## src/design/potts_metropolis_site_update_unit_macros.svh

```systemverilog
// Assertion macros shared by the Potts site update unit.
// Each macro expects clk and rst in scope; no other dependencies.
`ifndef POTTS_METROPOLIS_SITE_UPDATE_UNIT_MACROS_SVH
`define POTTS_METROPOLIS_SITE_UPDATE_UNIT_MACROS_SVH

// same-cycle implication, checked out of reset
`define PMSU_ASSERT_SAME(label, ante, cons, msg) \
  label: assert property (@(posedge clk) disable iff (rst) (ante) |-> (cons)) \
    else $error(msg);

// next-cycle implication, checked out of reset
`define PMSU_ASSERT_NEXT(label, ante, cons, msg) \
  label: assert property (@(posedge clk) disable iff (rst) (ante) |=> (cons)) \
    else $error(msg);

`endif

```

## src/design/pmsu_pkg.sv

```systemverilog
// Shared types and constants for the Potts site update unit.
// No dependencies.
`timescale 1ns / 1ps

package pmsu_pkg;

  localparam int unsigned SPIN_W      = 3;
  localparam int unsigned SPIN_STATES = 5;
  localparam int unsigned COORD_W     = 6;
  localparam int unsigned COORD_RANGE = 64;
  localparam int unsigned LEVEL_W     = 16;
  localparam int unsigned NUM_LEVELS  = 4;
  localparam int unsigned REG_IDX_W   = 2;
  localparam int unsigned CHANGE_W    = 4;
  localparam int unsigned MATCH_W     = 3;

  // action codes; the two unused codes behave as a read
  localparam logic [1:0] ACT_UPDATE = 2'd0;
  localparam logic [1:0] ACT_WRITE  = 2'd1;

  // which lattice site the read port looks at
  typedef enum logic [2:0] {
    SEL_CENTER,
    SEL_DOWN,
    SEL_RIGHT,
    SEL_UP,
    SEL_LEFT
  } site_sel_t;

  // memory request from the sequencer to the address unit and lattice RAM
  typedef struct packed {
    logic      load;
    logic      wr_en;
    site_sel_t sel;
  } mem_req_t;

  typedef enum logic [3:0] {
    ST_IDLE,
    ST_WRITE,
    ST_FETCH,
    ST_HOLD,
    ST_NB0,
    ST_NB1,
    ST_NB2,
    ST_NB3,
    ST_TALLY,
    ST_DECIDE
  } ctrl_state_t;

  function automatic logic spin_valid(input logic [SPIN_W-1:0] s);
    spin_valid = ({1'b0, s} < (SPIN_W+1)'(SPIN_STATES));
  endfunction

endpackage

```

## src/design/pmsu_addr.sv

```systemverilog
// Address unit: reduces coordinates onto the periodic lattice and forms
// site and neighbor addresses. Depends on pmsu_pkg.
`timescale 1ns / 1ps

module pmsu_addr
  import pmsu_pkg::*;
#(
  parameter int unsigned LATTICE_SIDE = 64
) (
  input  logic                                        clk,
  input  mem_req_t                                    req,
  input  logic [COORD_W-1:0]                          site_x,
  input  logic [COORD_W-1:0]                          site_y,
  output logic [$clog2(LATTICE_SIDE*LATTICE_SIDE)-1:0] rd_addr,
  output logic [$clog2(LATTICE_SIDE*LATTICE_SIDE)-1:0] wr_addr
);

  localparam int unsigned CW = $clog2(LATTICE_SIDE);
  localparam int unsigned AW = $clog2(LATTICE_SIDE * LATTICE_SIDE);
  localparam logic [CW-1:0] LAST = CW'(LATTICE_SIDE - 1);

  // constant table: coordinate modulo the lattice side
  logic [CW-1:0] mod_tab [COORD_RANGE];

  for (genvar i = 0; i < COORD_RANGE; i++) begin : g_mod
    localparam int unsigned RED = i % LATTICE_SIDE;
    assign mod_tab[i] = CW'(RED);
  end

  logic [CW-1:0] xr;
  logic [CW-1:0] yr;
  logic [CW-1:0] xs;
  logic [CW-1:0] ys;
  logic [CW-1:0] x_inc;
  logic [CW-1:0] x_dec;
  logic [CW-1:0] y_inc;
  logic [CW-1:0] y_dec;

  // capture reduced site coordinates with the word
  always_ff @(posedge clk) begin
    if (req.load) begin
      xr <= mod_tab[site_x];
      yr <= mod_tab[site_y];
    end
  end

  // periodic neighbors
  always_comb begin
    x_inc = (xr == LAST) ? '0 : xr + 1'b1;
    x_dec = (xr == '0) ? LAST : xr - 1'b1;
    y_inc = (yr == LAST) ? '0 : yr + 1'b1;
    y_dec = (yr == '0) ? LAST : yr - 1'b1;
  end

  // read coordinate select
  always_comb begin
    xs = xr;
    ys = yr;
    case (req.sel)
      SEL_CENTER: begin
        xs = xr;
        ys = yr;
      end
      SEL_DOWN:  xs = x_inc;
      SEL_RIGHT: ys = y_inc;
      SEL_UP:    xs = x_dec;
      SEL_LEFT:  ys = y_dec;
      default: begin
        xs = xr;
        ys = yr;
      end
    endcase
  end

  // row-major address: row times side plus column
  assign rd_addr = AW'(AW'(xs) * AW'(LATTICE_SIDE) + AW'(ys));
  assign wr_addr = AW'(AW'(xr) * AW'(LATTICE_SIDE) + AW'(yr));

endmodule

```

## config.mk

```make
export PLATFORM = sky130hd
export DESIGN_NAME = pmsu_addr
export DESIGN_NICKNAME = d
export VERILOG_FILES = /design/src/design/potts_metropolis_site_update_unit_macros.svh /design/src/design/pmsu_pkg.sv /design/src/design/pmsu_addr.sv
export SDC_FILE = /design/constraint.sdc
export NUM_CORES = 1
export LEC_CHECK = 0
export CORE_UTILIZATION = 50
export CTS_CLUSTER_DIAMETER = 30
export DETAILED_ROUTE_END_ITERATION = 16
export DONT_BUFFER_PORTS = 1
export PLACE_DENSITY_LB_ADDON = 0.08
export REMOVE_ABC_BUFFERS = 1
export SLEW_MARGIN = 20
export SYNTH_ARGS = -nofsm -noshare
export SYNTH_HDL_FRONTEND = slang
export SYNTH_SLANG_ARGS = --single-unit
```

## constraint.sdc

```tcl
create_clock -name clk -period 3.4 [get_ports clk]
set_clock_uncertainty 0.2 [all_clocks]
set_input_delay 0.68 -clock clk [delete_from_list [all_inputs] [get_ports clk]]
set_output_delay 0.68 -clock clk [all_outputs]
set_load 0.05 [all_outputs]
```

* Word-level counts from Yosys, hierarchy flattened
Memories as Yosys holds them, arrays and structs flattened. A register that Yosys moved wholly into a read port is not among the register bits. Cells that the tools add are included.
Word-level totals: memory bits (read-only) 768, bits in registers 0, bits of input ports 18, memories kept 2
Operators by class: equality and inequality tests 6, mux-type cells 6, $add $sub $neg 6, bitwise gates (word level) 2, reductions and logical operators 2
Memories:
- (no name shown) | words 64, width 6, rd ports 1, clocked after Yosys merged registers in 1, write ports 0, line pmsu_addr.sv:43 | yr <= mod_tab[site_y];
- (no name shown) | words 64, width 6, rd ports 1, clocked after Yosys merged registers in 1, write ports 0, line pmsu_addr.sv:42 | xr <= mod_tab[site_x];
Operators with widths (count):
- $add 12x6->12 | 2
- $mux 6 | 4
- $pmux 6 s2 | 2
- $not 6->7 | 2
- $add 6x1->6 const B | 2
- $eq 6x6->1 const B | 2
- $logic_not 6->1 | 2
- $sub 6x1->6 const B | 2
- $eq 3x2->1 const B | 2
- $eq 3x1->1 const B | 1
- $eq 3x3->1 const B | 1

* Longest topological paths before layout
depth in word-level cells 4, mapped depth 7, mapped depth without buffers 6

* Least setup slack after synthesis
OpenSTA, ideal clock, no wires.
kind input to output, start point in req[0] (netlist name), end point out rd_addr[5], data required time 2.520 ns, path slack 0.167 ns, arrival 2.353 ns, stages 3, path through nor3b_2 -> nand4_1 -> o311ai_1
Between the ends: word-level cells in the longest chain between the ends 3
Ends and longest elaborated chain:
- start: declaration | line pmsu_addr.sv:11 | input mem_req_t req,
- $eq 3x3->1 / $eq 3x2->1 (equally long branches) | line pmsu_addr.sv:59 | case (req.sel)
- $pmux 6 s2 * | line pmsu_addr.sv:59
- $add 12x6->12 * | line pmsu_addr.sv:76 | assign rd_addr = AW'(AW'(xs) * AW'(LATTICE_SIDE) + AW'(ys));
- end: declaration | line pmsu_addr.sv:14 | output logic [$clog2(LATTICE_SIDE*LATTICE_SIDE)-1:0] rd_addr,
Mark *: on every way between the ends. The rest lies on a longest branch, timed or not.

* Worst setup path in the final report
start point reg xr[4], end point out rd_addr[6]
Between the ends: word-level cells in the longest chain between the ends 4
Ends and longest elaborated chain:
- start: declaration | line pmsu_addr.sv:30 | logic [CW-1:0] xr;
- $eq 6x6->1 / $logic_not 6->1 (equally long branches) | line pmsu_addr.sv:49, pmsu_addr.sv:50
- $mux 6 (on tied branches) | line pmsu_addr.sv:49, pmsu_addr.sv:50
- $pmux 6 s2 * | line pmsu_addr.sv:59
- $add 12x6->12 * | line pmsu_addr.sv:76
Marked as above.

==> impl_summary.txt <==
----------------------------------------------------
[Logic synthesis]
  Synthesis Warnings ... 0
  Mean instance size in the synthesized netlist ... 9.564 µm²
  Netlist cell types ... 43
  Flops & latches, synth ... 12
  Predominant post-synthesis flop cell ... sky130_fd_sc_hd__edfxtp_1
  Top cells by instance count after synthesis ... sky130_fd_sc_hd__edfxtp_1, sky130_fd_sc_hd__nor2_1, sky130_fd_sc_hd__nand2_1
  Number of enable flip-flop cells after synthesis ... 12
  Dominant cell type by area after synthesis ... sky130_fd_sc_hd__edfxtp_1
  Leading cell types by total area after synthesis ... sky130_fd_sc_hd__edfxtp_1, sky130_fd_sc_hd__ha_1, sky130_fd_sc_hd__nor2_1
  Share of flip-flops with an asynchronous set or reset after synthesis ... 0%
  Most numerous cell in the Yosys netlist ... sky130_fd_sc_hd__edfxtp_1
  Post-synthesis cell area ... 994.7 µm²
  Mapped Cells ... 104
  Proportion of netlist area held by the largest area contributor ... 36.23%
  Sequential fraction of the synthesis area ... 36.23%

[Timing]
  Maximum clock frequency ... 331.9 MHz
  RSZ-0062 raised after global routing ... false
  Final-report setup violation count ... 0
  Final hold violations ... 0
  Final worst setup slack ... 387.4 ps
  Worst slew pin tran ... 667.1 ps
  Worst relative slew slack ... 55.52%
  Minimum clock period after layout ... 3013 ps
  Final setup TNS ... 0 ps
  Final max-slew violation count ... 0
  Post-route clock period utilization ... 88.61%

[Drt]
  Number of nets still failing antenna checks after routing ... 0
  Average via count per standard cell ... 5.966
  Total wire length ... 1.954 mm
  Detailed-routing iteration count for the pre-antenna-repair pass ... 4
  Drc violations ... 0
  DRT iter0 DRCs ... 12
  Post-detailed-route wirelength per cell ... 13.38 µm
  Vias ... 871

[Global routing]
  Global-route wire length before repair ... 2.953 mm
  Vias in the first global route ... 700
  GRT Util Overall ... 19.35%
  Leftover overflow at the end of global routing ... 0
  Initial antenna violation count ... 0
  Largest net degree at the start of global routing ... 15

[Placed design]
  Half-perimeter wire length after detailed placement ... 1.518 mm
  Gp weighted congestion ... 0.8172
  Worst setup slack after placement ... 676.8 ps
  Count of buffers inserted at the top-level ports ... 0

[Job]
  Max-capacitance violation count ... 0

[Worst setup path]
  Critical path startpoint category ... flip-flop
  Largest stage delay on the critical path ... 760 ps
  Buffers plus inverters on the worst setup path ... 1
  Worst Setup Path Type ... reg2out
  Worst endpoint required time ... 2520 ps
  Family with the most delay on the worst path ... flip-flops
  Kind of capture point of the worst setup path ... output pin
  Cell Chain, Critical Path ... nand3_2 > or2_1 > and3_1 > a221o_1 > buf_4
  Critical path data arrival time ... 2130 ps
  CP max stage cell ... sky130_fd_sc_hd__edfxtp_1
  Maximum net fanout on the critical path ... 6

[Floorplanning]
  Initial core utilization ... 55.21%
  Die X-Extent ... 46.60 µm
  Area enclosed by the die boundary ... 2172 µm²
  Number of cell rows ... 15
  Core footprint ... 1802 µm²
  I/O pins ... 42
  Die height ... 46.60 µm

[Pwr]
  Power density normalized to cell area ... 407.4 nW/µm²
  Leakage power ... 0.4523 nW
  Largest vdd supply drop ... 0.3129 mV

[CTS]
  CTS sink cnt ... 12
  Clock-pin transition on the worst setup and hold timing paths ... 60 ps
  Clock tree from TritonCTS ... done
  Clock tree buffer depth ... 2
  Post CTS Setup Buffer Count ... 0
  Resized Gates After CTS ... 0
  Number of H-tree branching levels ... 1
  CTS Hold Bufs ... 0
  Num CTS Buffers ... 3
  CTS Root Buffer Type ... sky130_fd_sc_hd__clkbuf_4

[Finish]
  Post-layout nets ... 145
  Filler instances ... 171
  Total inserted antenna cells ... 0
  Share of cells above drive strength 1 ... 23.97%
  Final standard cell utilization of the core ... 64.65%
  Area growth syn-to-layout ... 17.11%

[Outcome]
  Result of the run ... finished, final reports clean

[Worst hold path]
  Hold crit path type ... in2reg

----------------------------------------------------
==> metal layers <==
| layer | global-route usage, % | part of all wire (%) | vias up |
|---|---|---|---|
| met3 | 3.137 | 5.9 | 0 |
| met5 | 0 | 0 | - |
| met2 | 28.06 | 47 | 38 |
| met4 | 10.59 | 0 | 0 |
| li1 | - | - | 436 |
| met1 | 27.16 | 47 | 397 |
==> cell type report <==
type,count,area (µm²),area share (%)
repair buffers,18,135.1,11.60
multi-input cells,83,596.8,51.24
flip-flops and latches,12,360.3,30.93
clock buffers,3,22.52,1.933
well taps,25,31.28,2.685
inverters,5,18.77,1.611
==> cell families (layout without fill, tap and decap cells) <==
logic type / count (synthesis) / in the layout / share of synthesized area, %
adders and majority gates: 4 / 4 / 5.032
xor gates and xnor gates: 5 / 5 / 4.403
AOI/OAI and AO/OA: 27 / 27 / 19.87
muxes: 2 / 2 / 2.013
and+or+nand+nor: 45 / 45 / 27.93
buffers and inverters: 9 / 26 / 4.528
DFF: 12 / 12 / 36.23
==> state kept, by name (all words and copies together) (netlist names) <==
| name | flops |
|---|---|
| xr | 6 |
| yr | 6 |
==> stage by stage <==
stage	total power [W]	instance area [µm²]	instances	hold slack [ps]
final	0.0004746	1165	146	316.2
after detailed placement	0.0004017	1142	143	578.9
after global placement	0.0003990	1142	143	578.9
after CTS	0.0004797	1165	146	302.2
after floorplan	0.0003540	968.4	100	578.9
after global routing	0.0004968	1165	146	302.0
==> worst paths after layout <==
check	to	depth (start not counted)	startpoint	slack [ps]
setup / recovery	rd_addr[6]	5	xr[4]$_DFFE_PP_	390
hold / removal	xr[1]$_DFFE_PP_	0	site_x[1]	320
==> power by group <==
| group | internal (W) | switching [W] |
|---|---|---|
| Clock | 0.0000406 | 0.0000350 |
| Sequential | 0.000177 | 0.0000305 |
| Combinational | 0.0000594 | 0.000132 |
==> cell usage in the layout (no fill, tap or decap), types with 2 or more instances in the layout <==
master                     count
sky130_fd_sc_hd__nand4_1       2
sky130_fd_sc_hd__inv_1         5
sky130_fd_sc_hd__nand2_1       7
sky130_fd_sc_hd__a31oi_1       2
sky130_fd_sc_hd__xor2_1        3
sky130_fd_sc_hd__nor3b_2       2
sky130_fd_sc_hd__xnor2_1       2
sky130_fd_sc_hd__buf_4        18
sky130_fd_sc_hd__nand2b_1      4
sky130_fd_sc_hd__o211ai_1      2
sky130_fd_sc_hd__nor3_1        3
sky130_fd_sc_hd__ha_1          4
sky130_fd_sc_hd__a221o_1       3
sky130_fd_sc_hd__or3b_1        2
sky130_fd_sc_hd__edfxtp_1     12
sky130_fd_sc_hd__a21oi_1       4
sky130_fd_sc_hd__nand3_1       3
sky130_fd_sc_hd__o22ai_1       2
sky130_fd_sc_hd__clkbuf_4      3
sky130_fd_sc_hd__nor2_1       10
sky130_fd_sc_hd__mux2i_1       2
sky130_fd_sc_hd__o21ai_1       5
Power figures use the tool's default switching activity.
