==> config.mk <==
export PLATFORM = sky130hd
export DESIGN_NAME = pmsu_ctrl
export DESIGN_NICKNAME = d
export VERILOG_FILES = /design/src/design/pmsu_pkg.sv /design/src/design/pmsu_ctrl.sv
export VERILOG_INCLUDE_DIRS = /design/src /design/src/design
export SDC_FILE = /design/constraint.sdc
export NUM_CORES = 1
export LEC_CHECK = 0
export ABC_AREA = 1
export ABC_CLOCK_PERIOD_IN_PS = 3400
export BUFFER_PORTS_ARGS = -buffer_cell sky130_fd_sc_hd__clkbuf_2
export CORE_ASPECT_RATIO = 0.8
export CORE_MARGIN = 3
export CORE_UTILIZATION = 38
export CTS_CLUSTER_DIAMETER = 40
export DETAILED_ROUTE_END_ITERATION = 10
export GPL_ROUTABILITY_DRIVEN = 0
export GPL_TIMING_DRIVEN = 1
export PLACE_DENSITY = 0.75
export SLEW_MARGIN = 20
export SYNTH_ARGS = -nofsm -noshare
export SYNTH_HDL_FRONTEND = slang
export SYNTH_SLANG_ARGS = --single-unit
export TNS_END_PERCENT = 1
==> constraint.sdc <==
create_clock -name clk -period 3.4 [get_ports clk]
set_input_delay 0.17 -clock clk [delete_from_list [all_inputs] [get_ports clk]]
set_output_delay 0.17 -clock clk [all_outputs]
set_load 0.005 [all_outputs]
==> src/design/potts_metropolis_site_update_unit_macros.svh <==
// Assertion macros shared by the Potts site update unit.
// Each macro expects clk and rst in scope; no other dependencies.
`ifndef POTTS_METROPOLIS_SITE_UPDATE_UNIT_MACROS_SVH
`define POTTS_METROPOLIS_SITE_UPDATE_UNIT_MACROS_SVH

// same-cycle implication, checked out of reset
`define PMSU_ASSERT_SAME(label, ante, cons, msg) \
  label: assert property (@(posedge clk) disable iff (rst) (ante) |-> (cons)) \
    else $error(msg);

// next-cycle implication, checked out of reset
`define PMSU_ASSERT_NEXT(label, ante, cons, msg) \
  label: assert property (@(posedge clk) disable iff (rst) (ante) |=> (cons)) \
    else $error(msg);

`endif

==> src/design/pmsu_pkg.sv <==
// Shared types and constants for the Potts site update unit.
// No dependencies.
`timescale 1ns / 1ps

package pmsu_pkg;

  localparam int unsigned SPIN_W      = 3;
  localparam int unsigned SPIN_STATES = 5;
  localparam int unsigned COORD_W     = 6;
  localparam int unsigned COORD_RANGE = 64;
  localparam int unsigned LEVEL_W     = 16;
  localparam int unsigned NUM_LEVELS  = 4;
  localparam int unsigned REG_IDX_W   = 2;
  localparam int unsigned CHANGE_W    = 4;
  localparam int unsigned MATCH_W     = 3;

  // action codes; the two unused codes behave as a read
  localparam logic [1:0] ACT_UPDATE = 2'd0;
  localparam logic [1:0] ACT_WRITE  = 2'd1;

  // which lattice site the read port looks at
  typedef enum logic [2:0] {
    SEL_CENTER,
    SEL_DOWN,
    SEL_RIGHT,
    SEL_UP,
    SEL_LEFT
  } site_sel_t;

  // memory request from the sequencer to the address unit and lattice RAM
  typedef struct packed {
    logic      load;
    logic      wr_en;
    site_sel_t sel;
  } mem_req_t;

  typedef enum logic [3:0] {
    ST_IDLE,
    ST_WRITE,
    ST_FETCH,
    ST_HOLD,
    ST_NB0,
    ST_NB1,
    ST_NB2,
    ST_NB3,
    ST_TALLY,
    ST_DECIDE
  } ctrl_state_t;

  function automatic logic spin_valid(input logic [SPIN_W-1:0] s);
    spin_valid = ({1'b0, s} < (SPIN_W+1)'(SPIN_STATES));
  endfunction

endpackage

==> src/design/pmsu_ctrl.sv <==
// Sequencer and decision logic: serves writes and reads; for an update, walks
// the site and its four neighbors through the lattice RAM, tallies matches,
// decides, writes back if accepted. Depends on pmsu_pkg and the macro header.
`timescale 1ns / 1ps
`include "potts_metropolis_site_update_unit_macros.svh"

module pmsu_ctrl
  import pmsu_pkg::*;
(
  input  logic                                clk,
  input  logic                                rst,
  input  logic                                start,
  input  logic [1:0]                          action,
  input  logic [SPIN_W-1:0]                   spin_in,
  input  logic [LEVEL_W-1:0]                  random_draw,
  input  logic [NUM_LEVELS-1:0][LEVEL_W-1:0]  levels,
  input  logic [SPIN_W-1:0]                   rd_data,
  output logic                                busy,
  output mem_req_t                            req,
  output logic [SPIN_W-1:0]                   wr_data,
  output logic                                done,
  output logic [SPIN_W-1:0]                   spin_out,
  output logic                                accepted,
  output logic signed [CHANGE_W-1:0]          match_change
);

  ctrl_state_t state;
  ctrl_state_t state_next;

  logic [1:0]          action_r;
  logic [SPIN_W-1:0]   spin_r;
  logic [LEVEL_W-1:0]  draw_r;
  logic [SPIN_W-1:0]   old_spin;
  logic [MATCH_W-1:0]  old_match;
  logic [MATCH_W-1:0]  new_match;

  logic                       count_en;
  logic signed [CHANGE_W-1:0] change;
  logic [REG_IDX_W-1:0]       level_idx;
  logic                       accept_now;

  logic                       res_valid;
  logic [SPIN_W-1:0]          res_spin;
  logic                       res_acc;
  logic signed [CHANGE_W-1:0] res_change;

  assign busy    = (state != ST_IDLE);
  assign wr_data = spin_r;

  // state register
  always_ff @(posedge clk) begin
    if (rst) begin
      state <= ST_IDLE;
    end else begin
      state <= state_next;
    end
  end

  // acceptance decision from the tallies
  always_comb begin
    change     = signed'({1'b0, old_match}) - signed'({1'b0, new_match});
    level_idx  = REG_IDX_W'(change - CHANGE_W'(1));
    accept_now = change[CHANGE_W-1] || (change == '0) || (draw_r < levels[level_idx]);
  end

  // next state, memory requests and result word
  always_comb begin
    state_next = state;
    req.load   = 1'b0;
    req.wr_en  = 1'b0;
    req.sel    = SEL_CENTER;
    count_en   = 1'b0;
    res_valid  = 1'b0;
    res_spin   = spin_r;
    res_acc    = 1'b0;
    res_change = '0;
    case (state)
      ST_IDLE: begin
        if (start) begin
          req.load   = 1'b1;
          state_next = (action == ACT_WRITE && spin_valid(spin_in)) ? ST_WRITE : ST_FETCH;
        end
      end
      ST_WRITE: begin
        req.wr_en  = 1'b1;
        res_valid  = 1'b1;
        res_acc    = 1'b1;
        state_next = ST_IDLE;
      end
      ST_FETCH: begin
        req.sel    = SEL_CENTER;
        state_next = (action_r == ACT_UPDATE && spin_valid(spin_r)) ? ST_NB0 : ST_HOLD;
      end
      ST_HOLD: begin
        res_valid  = 1'b1;
        res_spin   = rd_data;
        state_next = ST_IDLE;
      end
      ST_NB0: begin
        req.sel    = SEL_DOWN;
        state_next = ST_NB1;
      end
      ST_NB1: begin
        req.sel    = SEL_RIGHT;
        count_en   = 1'b1;
        state_next = ST_NB2;
      end
      ST_NB2: begin
        req.sel    = SEL_UP;
        count_en   = 1'b1;
        state_next = ST_NB3;
      end
      ST_NB3: begin
        req.sel    = SEL_LEFT;
        count_en   = 1'b1;
        state_next = ST_TALLY;
      end
      ST_TALLY: begin
        count_en   = 1'b1;
        state_next = ST_DECIDE;
      end
      ST_DECIDE: begin
        req.wr_en  = accept_now;
        res_valid  = 1'b1;
        res_spin   = accept_now ? spin_r : old_spin;
        res_acc    = accept_now;
        res_change = change;
        state_next = ST_IDLE;
      end
      default: begin
        state_next = ST_IDLE;
      end
    endcase
  end

  // item capture, old spin and neighbor tallies
  always_ff @(posedge clk) begin
    if (req.load) begin
      action_r  <= action;
      spin_r    <= spin_in;
      draw_r    <= random_draw;
      old_match <= '0;
      new_match <= '0;
    end else if (count_en) begin
      old_match <= old_match + MATCH_W'(rd_data == old_spin);
      new_match <= new_match + MATCH_W'(rd_data == spin_r);
    end
    if (state == ST_NB0) begin
      old_spin <= rd_data;
    end
  end

  // result word strobe
  always_ff @(posedge clk) begin
    if (rst) begin
      done <= 1'b0;
    end else begin
      done <= res_valid;
    end
  end

  // result word payload
  always_ff @(posedge clk) begin
    if (res_valid) begin
      spin_out     <= res_spin;
      accepted     <= res_acc;
      match_change <= res_change;
    end
  end

  `PMSU_ASSERT_NEXT(a_accept_goes_busy, start && !busy, busy, "accepted word did not start work")
  `PMSU_ASSERT_SAME(a_done_when_idle, done, !busy, "result strobe while still busy")
  `PMSU_ASSERT_SAME(a_write_at_end, req.wr_en, state == ST_WRITE || state == ST_DECIDE,
                    "lattice written outside a final step")
  `PMSU_ASSERT_SAME(a_reject_positive, done && !accepted, !match_change[CHANGE_W-1],
                    "rejected word reports a negative change")

endmodule

==> After elaboration in Yosys (flattened, before gate mapping) <==
Index checks and enable logic that the tools add are counted.
{ "word_totals": {"regBits": 43, "input_bits": 91, "out_inout_bits": 18, "word_cells": 56} }
{ "classes": {"n_addsub": 4, "magnitude_cmp": 4, "eq_ne": 13, "n_mux": 14, "reduce_logical": 10} }
{ "op_table": {"columns": ["operator", "count"], "rows": [
  ["$bmux W16 S2", 1],
  ["$pmux W4 S7", 1],
  ["$eq A4 B3 Y1 const B", 4],
  ["$lt A16 B16 Y1", 1],
  ["$mux W16", 1],
  ["$pmux W3 S4", 1],
  ["$eq A4 B2 Y1 const B", 2],
  ["$eq A4 B4 Y1 const B", 2],
  ["$logic_not A4 Y1", 2],
  ["$add A3 B1 Y3", 2],
  ["$eq A3 B3 Y1", 2],
  ["$lt A3 B3 Y1 const B", 2],
  ["$mux W3", 2],
  ["$pmux W3 S2", 1],
  ["$eq A4 B1 Y1 const B", 1],
  ["$mux W1", 4],
  ["$mux W4", 1],
  ["$reduce_bool A4 Y1", 1],
  ["$reduce_or A4 Y1", 1],
  ["$sub A3 B3 Y4", 1],
  ["$lt A2 B3 Y1 const B", 1],
  ["$reduce_or A3 Y1", 1],
  ["$eq A2 B1 Y1 const B", 1],
  ["$logic_and A1 B1 Y1", 2],
  ["other kinds (6)", 7]
]} }

==> Logic depth before layout (Yosys ltp) <==
Gate-level depths: netlist (run 1).
{ "logic_depth": {"depth_word": 8, "ltp_mapped": 23, "mapped_depth_nobuf": 22} }

==> Worst setup path after synthesis (run 1) <==
No wires, ideal clock.
{ "synth_path": {"path_type": "register -> output", "start": "register old_match[0]", "end": "output req[3] (netlist name)", "arrival_time_ps": 3121, "required_time_ps": 3230, "setup_slack_ps": 109, "path_stages_with_launch": 22, "path_buffers": 2, "cell_sequence": "dfxtp_1 inv_1 ha_1 inv_2 fa_1 inv_1 ha_1 inv_1 clkbuf_1 a21oi_1 a32o_1 ha_1 a21oi_1 nor2_1 a211oi_1 nand2_1 nand2_1 nand2_2 nand2_2 nand2_1 o41ai_1 buf_4"} }
{ "synth_between": {"elab_chain_cells": 7, "elab_cells_between_ends": 9, "cone_classes": "add/sub (2); order compare (1); mux (3); reduce/logical (3)"} }
{ "synth_lines": {"columns": ["element", "line", "source"], "rows": [
  ["start, declared", "pmsu_ctrl.sv:34", "logic [MATCH_W-1:0] old_match;"],
  ["start signal, assigned", "pmsu_ctrl.sv:145", "old_match <= old_match + MATCH_W'(rd_data == old_spin);"],
  ["$sub A3 B3 Y4 *", "pmsu_ctrl.sv:61", "change = signed'({1'b0, old_match}) - signed'({1'b0, new_match});"],
  ["named net change[1]", "pmsu_ctrl.sv:38", "logic signed [CHANGE_W-1:0] change;"],
  ["$sub A2 B2 Y2", "pmsu_ctrl.sv:62", "level_idx = REG_IDX_W'(change - CHANGE_W'(1));"],
  ["$bmux W16 S2", "pmsu_ctrl.sv:63", "accept_now = change[CHANGE_W-1] || (change == '0) || (draw_r < levels[level_idx]);"],
  ["$mux W16 (implied by the code)", "pmsu_ctrl.sv:63", null],
  ["$lt A16 B16 Y1", "pmsu_ctrl.sv:63", null],
  ["$logic_or A1 B1 Y1 *", "pmsu_ctrl.sv:63", null],
  ["$pmux W1 S2 *", null, null],
  ["end, declared", "pmsu_ctrl.sv:19", "output mem_req_t req,"]
]} }
Mark *: on every way through the listed nets, which the timed path passes. The rest lies on a longest branch. The select of a mux whose other input is x is not followed.

==> impl_metrics.csv, run 1 <==
group,metric,value,unit
grt,antenna_found_initial,0,
grt,grt_pass1_wl,11.3,mm
drt,firstDrtPassIters,4,
drt,final_antenna_net_count,0,
setup_path,worstPathArrival,3.35,ns
status,status,"complete, but fails checks",
floorplan,rows,26,
setup_path,critPathSlowestCell,"fa_1",
cts,clockBufferDepth,2,
power,report.power.total,1.55,mW
floorplan,ios,109,
logic_synthesis,synth_area,2710,um2
floorplan,die_width,100,um
power,leakage,1.73,nW
logic_synthesis,synthCells,317,
drt,vias_per_cell,5.08,
cts,cts.hold.buffers_added,0,
setup_path,cp_top_family,"adder cells",
grt,pin_count_of_the_biggest_net_entering_global_routing,35,
setup_path,crit_chain,"inv_2 -> ha_4 -> inv_4 -> fa_1 -> inv_2 -> ha_4 -> inv_6 -> buf_6 -> a32o_1 -> ha_4 -> nand2_1 -> o21ai_0 -> a21oi_2 -> nand2_2 -> nand2_4 -> nand2_4 -> o41ai_4 -> buf_2",
sta,achievable-frequency,0.284,GHz
final_layout,mostFrequentLayoutCell,"clkbuf_2",
setup_path,critPathMaxFanout,6,
placed_design,hpwl_after_detailed_placement,5.49,mm
setup_path,cp.depth,18,
setup_path,capturing_element_type_of_the_critical_path,"output pin",
hold_path,hold_depth,1,
grt,grt.total_usage,17.2,%
final_layout,antenna-diode-count,0,
setup_path,critical_path.max_stage_delay,0.48,ns
logic_synthesis,synth_largest_area_cell,"edfxtp_1",
sta,final.min_clock_period,3.52,ns
logic_synthesis,synth_fp_nets,432,
cts,tritoncts.num_buffers,5,
sta,timing.final.setup_violations,1,
cts,clock_tree.root_cell,"clkbuf_8",
cts,tritoncts_clock_tree,"built",
drt,drc,0,
logic_synthesis,async_reset_ff_share,0,%
drt,violation_count_after_the_first_detailed_routing_iteration,115,
placed_design,dpl.cell_count,505,
sta,final.period_utilization,104,%
logic_synthesis,synth_seq_cells,43,
sta,final_number_of_max_transition_violations,0,
logic_synthesis,synth_enable_flop_cells,32,
cts,clock-sinks,43,
sta,fin_ws,-0.124,ns
final_layout,most-common-layout-cells,"107 x clkbuf_2, 81 x nand2_1, 32 x edfxtp_1, 23 x a21oi_1, 23 x inv_1",
logic_synthesis,synth_sequential_area_ratio,43.6,%
final_layout,final_layout_size_suffix_gt1_share,41.0,%
floorplan,fp.dieH,81.5,um
drt,routed_wirelength,7.35,mm
sta,finClkSkew,0.00630,ns
cts,htree_levels,2,
logic_synthesis,yosysWarningCount,0,
final_layout,n_fill_cell,592,
floorplan,initial_utilization,40.8,%
cts,cts.clk_slew.worst_paths,0.08,ns
logic_synthesis,distinct_cell_type_count_of_the_synthesized_netlist,32,
logic_synthesis,synth_ff_type,"edfxtp_1",
sta,hold_viol_final,0,
setup_path,setup.worst_path.start_class,"flop",
logic_synthesis,avgSynthCellArea,8.55,um2
logic_synthesis,ys_top_cells_by_area,"edfxtp_1 35%, nand2_1 12%, ha_1 11%",
floorplan,fp.dieArea,8180,um2
power,irDropWorstVdd,0.154,mV
setup_path,cp_common_cell,"ha_4",
setup_path,timing.critical_path.buf_inv,6,
final_layout,areaGrowthSynthToFinish,39.0,%
setup_path,cp_data_required_time,3.23,ns
power,pwr_density_cell,412,nW/um2
drt,route.vias.total,2669,
status,failing_checks,"setup timing",
setup_path,criticalPathCategory,"reg -> out",
setup_path,r2r.worst_path.cells,19,
logic_synthesis,synth_top_area_share,35.5,%
final_layout,final_nets,555,
sta,timing.slew.headroom,35.5,%
hold_path,type_of_the_tightest_min_delay_check,"in -> reg",
floorplan,floorplan.core_area,6640,um2
drt,wl_per_cell,14.0,um
sta,grt_setup_unrepaired,"true",
sta,tightestPinTransition,0.966,ns
grt,grt_overflow_total,0,
cts,worst_skew_pair.late_latency,0.29,ns
grt,grt_pass1_vias,2464,
placed_design,place.port_buffers,108,
job,timing.max_cap.violations,0,
final_layout,final-instance-count-excl-fill,525,
-- stage by stage --
step | setup TNS (ns) | setup slack, ns | area (um2) | util [%] | hold WS [ns]
3_5_place_dp | -0.305 | -0.132 | 3350 | 50.5 | 0.349
2_1_floorplan | 0 | 0.109 | 2710 | - | 0.242
6_report | -0.124 | -0.124 | 3770 | 56.7 | 0.0506
5_1_grt | -0.649 | -0.270 | 3770 | 56.7 | 0.0334
3_3_place_gp | 0 | 0.0509 | 3350 | 50.5 | 0.349
4_1_cts | -0.228 | -0.228 | 3590 | 54.1 | 0.0429
-- metal layers --
metal | wire, um | up-vias | global-route usage (%) | share of wire (%)
met5 | 0 | - | 0 | 0
li1 | - | 1334 | - | -
met3 | 442 | 12 | 3.23 | 6.0
met1 | 3160 | 1241 | 21.4 | 43
met2 | 3640 | 82 | 30.4 | 49
met4 | 108 | 0 | 5.38 | 1.5
-- cell type report --
| cell class | count | area [um2] | share of cell area (%) |
|---|---|---|---|
| Multi-Input combinational cell | 224 | 1520 | 40.2 |
| Inverter | 39 | 156 | 4.15 |
| Tap cell | 84 | 105 | 2.79 |
| Clock buffer | 8 | 100 | 2.66 |
| Sequential cell | 43 | 1180 | 31.4 |
| Timing Repair Buffer | 127 | 706 | 18.7 |
-- where the power goes --
group / total [mW] / switching, mW / internal [mW] / leakage [nW]
logic: 0.544 / 0.283 / 0.261 / 1.29
clock network: 0.355 / 0.169 / 0.186 / 0.0515
registers: 0.654 / 0.0325 / 0.621 / 0.391
total: 1.55 / 0.484 / 1.07 / 1.73
-- cell usage after synthesis, types with 3 or more instances --
master    instances
nand2_1          83
edfxtp_1         32
a21oi_1          29
inv_1            26
ha_1             23
nor2_1           19
a32o_1           15
nand3_1          14
dfxtp_1          11
clkbuf_1          9
inv_2             9
nor3_1            7
o21ai_0           7
xor2_1            6
clkinv_1          3
nand2_2           3
o21ai_1           3
-- worst paths after layout --
check | start | endpoint | slack [ns]
worst max-delay path | old_match[0]$_SDFFE_PP0P_ | req[3] | -0.12
worst min-delay path | random_draw[15] | draw_r[15]$_DFFE_PP_ | 0.05
worst max register to register | old_match[0]$_SDFFE_PP0P_ | spin_out[2]$_DFFE_PP_ | 0.01
worst min register to register | new_match[2]$_SDFFE_PP0P_ | new_match[2]$_SDFFE_PP0P_ | 0.50
-- sequential cells by signal (all words and copies together) (netlist names) --
signal        cells
draw_r           16
match_change      4
state             4
new_match         3
old_match         3
old_spin          3
spin_out          3
wr_data           3
action_r          2
accepted          1
done              1
-- repair_timing --
action / CTS / global route
pin swaps: 10 / 19
setup endpoints to repair: 5 / 5
setup buffers: 6 / 4
resized for setup: 21 / 26
gates cloned: 2 / 0
-- kinds of logic (layout without fill, tap and decap cells) --
| family | after synthesis | count (layout) | synth area share (%) |
|---|---|---|---|
| adder cells (fa/ha/maj) | 24 | 24 | 11.4 |
| AND/OR/NAND/NOR | 133 | 133 | 20.9 |
| XOR/XNOR | 7 | 7 | 2.26 |
| AO/OA/AOI/OAI | 60 | 60 | 14.4 |
| flip-flops | 43 | 43 | 43.6 |
| buffers and inverters | 50 | 174 | 7.44 |
Note: power is estimated with default switching activity, not from simulation.
==> inputs of run 2 (changes only) <==
PLACE_DENSITY = 0.68   (was 0.75)
==> impl_metrics.csv, run 2 (synthesis gave the netlist of run 1 again) <==
group,metric,value,unit
status,status,"complete, but fails checks",
status,failing_checks,"setup timing",
placed_design,place.port_buffers,108,
power,irDropWorstVdd,0.186,mV
final_layout,sequential_cell_area,1180,um2
drt,violation_count_after_the_first_detailed_routing_iteration,143,
setup_path,capturing_element_type_of_the_critical_path,"output pin",
final_layout,multiInputGateArea,1490,um2
grt,grt_pass1_vias,2480,
sta,timing.final.setup_violations,1,
final_layout,antenna-diode-count,0,
cts,tritoncts_clock_tree,"built",
grt,grt_pass1_wl,11.6,mm
drt,drc,0,
setup_path,criticalPathCategory,"reg -> out",
placed_design,dpl-instance-area,3360,um2
final_layout,final_layout_size_suffix_gt1_share,39.9,%
drt,final_antenna_net_count,0,
drt,routed_wirelength,7.62,mm
sta,achievable-frequency,0.285,GHz
grt,grt_overflow_total,0,
placed_design,hpwl_after_detailed_placement,5.36,mm
final_layout,mostFrequentLayoutCell,"clkbuf_2",
floorplan,rows,26,
final_layout,n_fill_cell,612,
setup_path,worstPathArrival,3.34,ns
final_layout,top_register,"draw_r",
drt,firstDrtPassIters,4,
power,leakage,1.72,nW
sta,timing.slew.headroom,30.0,%
sta,final.period_utilization,103,%
cts,clock-sinks,43,
sta,grt_setup_unrepaired,"true",
cts,htree_levels,2,
setup_path,setup.worst_path.start_class,"flop",
drt,wl_per_cell,14.7,um
drt,route.vias.total,2643,
drt,vias_per_cell,5.10,
floorplan,fp.dieH,81.5,um
hold_path,type_of_the_tightest_min_delay_check,"in -> reg",
final_layout,final_cell_area,3730,um2
final_layout,areaGrowthSynthToFinish,37.7,%
final_layout,final_nets,548,
placed_design,dpl.cell_count,504,
cts,cts.clk_slew.worst_paths,0.09,ns
floorplan,initial_utilization,40.8,%
job,timing.max_cap.violations,0,
cts,worst_skew_pair.late_latency,0.30,ns
cts,tritoncts.num_buffers,5,
setup_path,critPathMaxFanout,15,
floorplan,floorplan.core_area,6640,um2
power,pwr_density_cell,435,nW/um2
final_layout,final-instance-count-excl-fill,518,
final_layout,largest_reg_flops,16,
sta,final_number_of_max_transition_violations,0,
cts,clockBufferDepth,2,
sta,final.min_clock_period,3.51,ns
floorplan,die_width,100,um
setup_path,cp_data_required_time,3.23,ns
sta,finClkSkew,0.00657,ns
final_layout,most-common-layout-cells,"107 x clkbuf_2, 81 x nand2_1, 32 x edfxtp_1, 24 x a21oi_1, 23 x inv_1",
grt,pin_count_of_the_biggest_net_entering_global_routing,35,
cts,clock_tree.root_cell,"clkbuf_8",
floorplan,ios,109,
sta,hold_viol_final,0,
grt,antenna_found_initial,0,
sta,fin_ws,-0.109,ns
sta,tightestPinTransition,1.05,ns
cts,cts.hold.buffers_added,0,
floorplan,fp.dieArea,8180,um2
grt,grt.total_usage,18.1,%
final_layout,biggestRegsByFlops,"draw_r: 16 flops, match_change: 4 flops, state: 4 flops",
==> run 2: cell count changes in the layout (fill, tap and decap cells not counted), moves of 2 or more <==
cell / change
buf_6: -6
buf_4: -4
nand2_2: +2
nand2_4: -2
o21ai_0: -2
o21ai_1: +2
==> run 2: per-stage QoR <==
stage	hold slack (ns)	utilization (%)	worst slack, ns	TNS [ns]	total power, mW
final	0.0414	56.2	-0.109	-0.109	1.62
after global routing	0.0206	56.2	-0.270	-0.368	1.72
after CTS	0.0359	53.9	-0.209	-0.209	1.55
after floorplan	0.242	-	0.109	0	0.926
after detailed placement	0.350	50.6	-0.00823	-0.00823	1.09
after global placement	0.348	50.6	0.0759	0	1.08
==> run 2: layer usage <==
| metal | GRT usage (%) | part of all wire [%] | vias to the layer above |
|---|---|---|---|
| met5 | 0 | 0 | - |
| met4 | 5.79 | 2.2 | 0 |
| met3 | 4.24 | 6.5 | 15 |
| met2 | 29.7 | 47 | 96 |
| met1 | 23.7 | 44 | 1201 |
| li1 | - | - | 1331 |
==> run 2: cell type report <==
cell class | count | area share (%)
multi-input cells | 224 | 39.9
clock buffers | 6 | 2.21
well taps | 84 | 2.82
inverters | 39 | 4.13
repair buffers | 120 | 18.2
clock inverters | 2 | 0.939
flip-flops and latches | 43 | 31.7
==> run 2: repair_timing <==
| item | CTS | global route |
|---|---|---|
| gates cloned | 1 | 1 |
| setup buffers | 2 | 2 |
| gates resized for setup | 16 | 21 |
| setup endpoints to repair | 3 | 4 |
| endpoints found under the hold margin | 0 | 0 |
| pin swaps | 7 | 7 |
==> run 2: final timing paths <==
check,start,endpoint,slack [ns],depth (start not counted)
min reg2reg,new_match[2]$_SDFFE_PP0P_,new_match[2]$_SDFFE_PP0P_,0.51,2
max reg2reg,old_match[0]$_SDFFE_PP0P_,spin_out[1]$_DFFE_PP_,0.12,21
max,old_match[0]$_SDFFE_PP0P_,req[3],-0.11,21
min,random_draw[1],draw_r[1]$_DFFE_PP_,0.04,1
==> run 2: critical path: stages, from the launching register on <==
cell and delay, ns:
dfxtp_2 0.33, inv_2 0.08, ha_4 0.14, inv_2 0.04, fa_1 0.49, inv_2 0.05, ha_4 0.29, inv_6 0.05
buf_16 0.14, a32o_2 0.26, ha_4 0.27, nand2_1 0.06, buf_4 0.14, nor2_4 0.09, nand2_1 0.05, nand2_1 0.05
nand2_1 0.05, nand2_2 0.09, nand2_2 0.07, nand2_2 0.07, o41ai_2 0.07, buf_2 0.14
==> run 2: power breakdown <==
part | leakage, nW | total (mW) | internal [mW] | switching, mW
sequential | 0.391 | 0.654 | 0.622 | 0.0325
clock | 0.0612 | 0.423 | 0.238 | 0.185
combinational | 1.27 | 0.545 | 0.260 | 0.285
total | 1.72 | 1.62 | 1.12 | 0.502
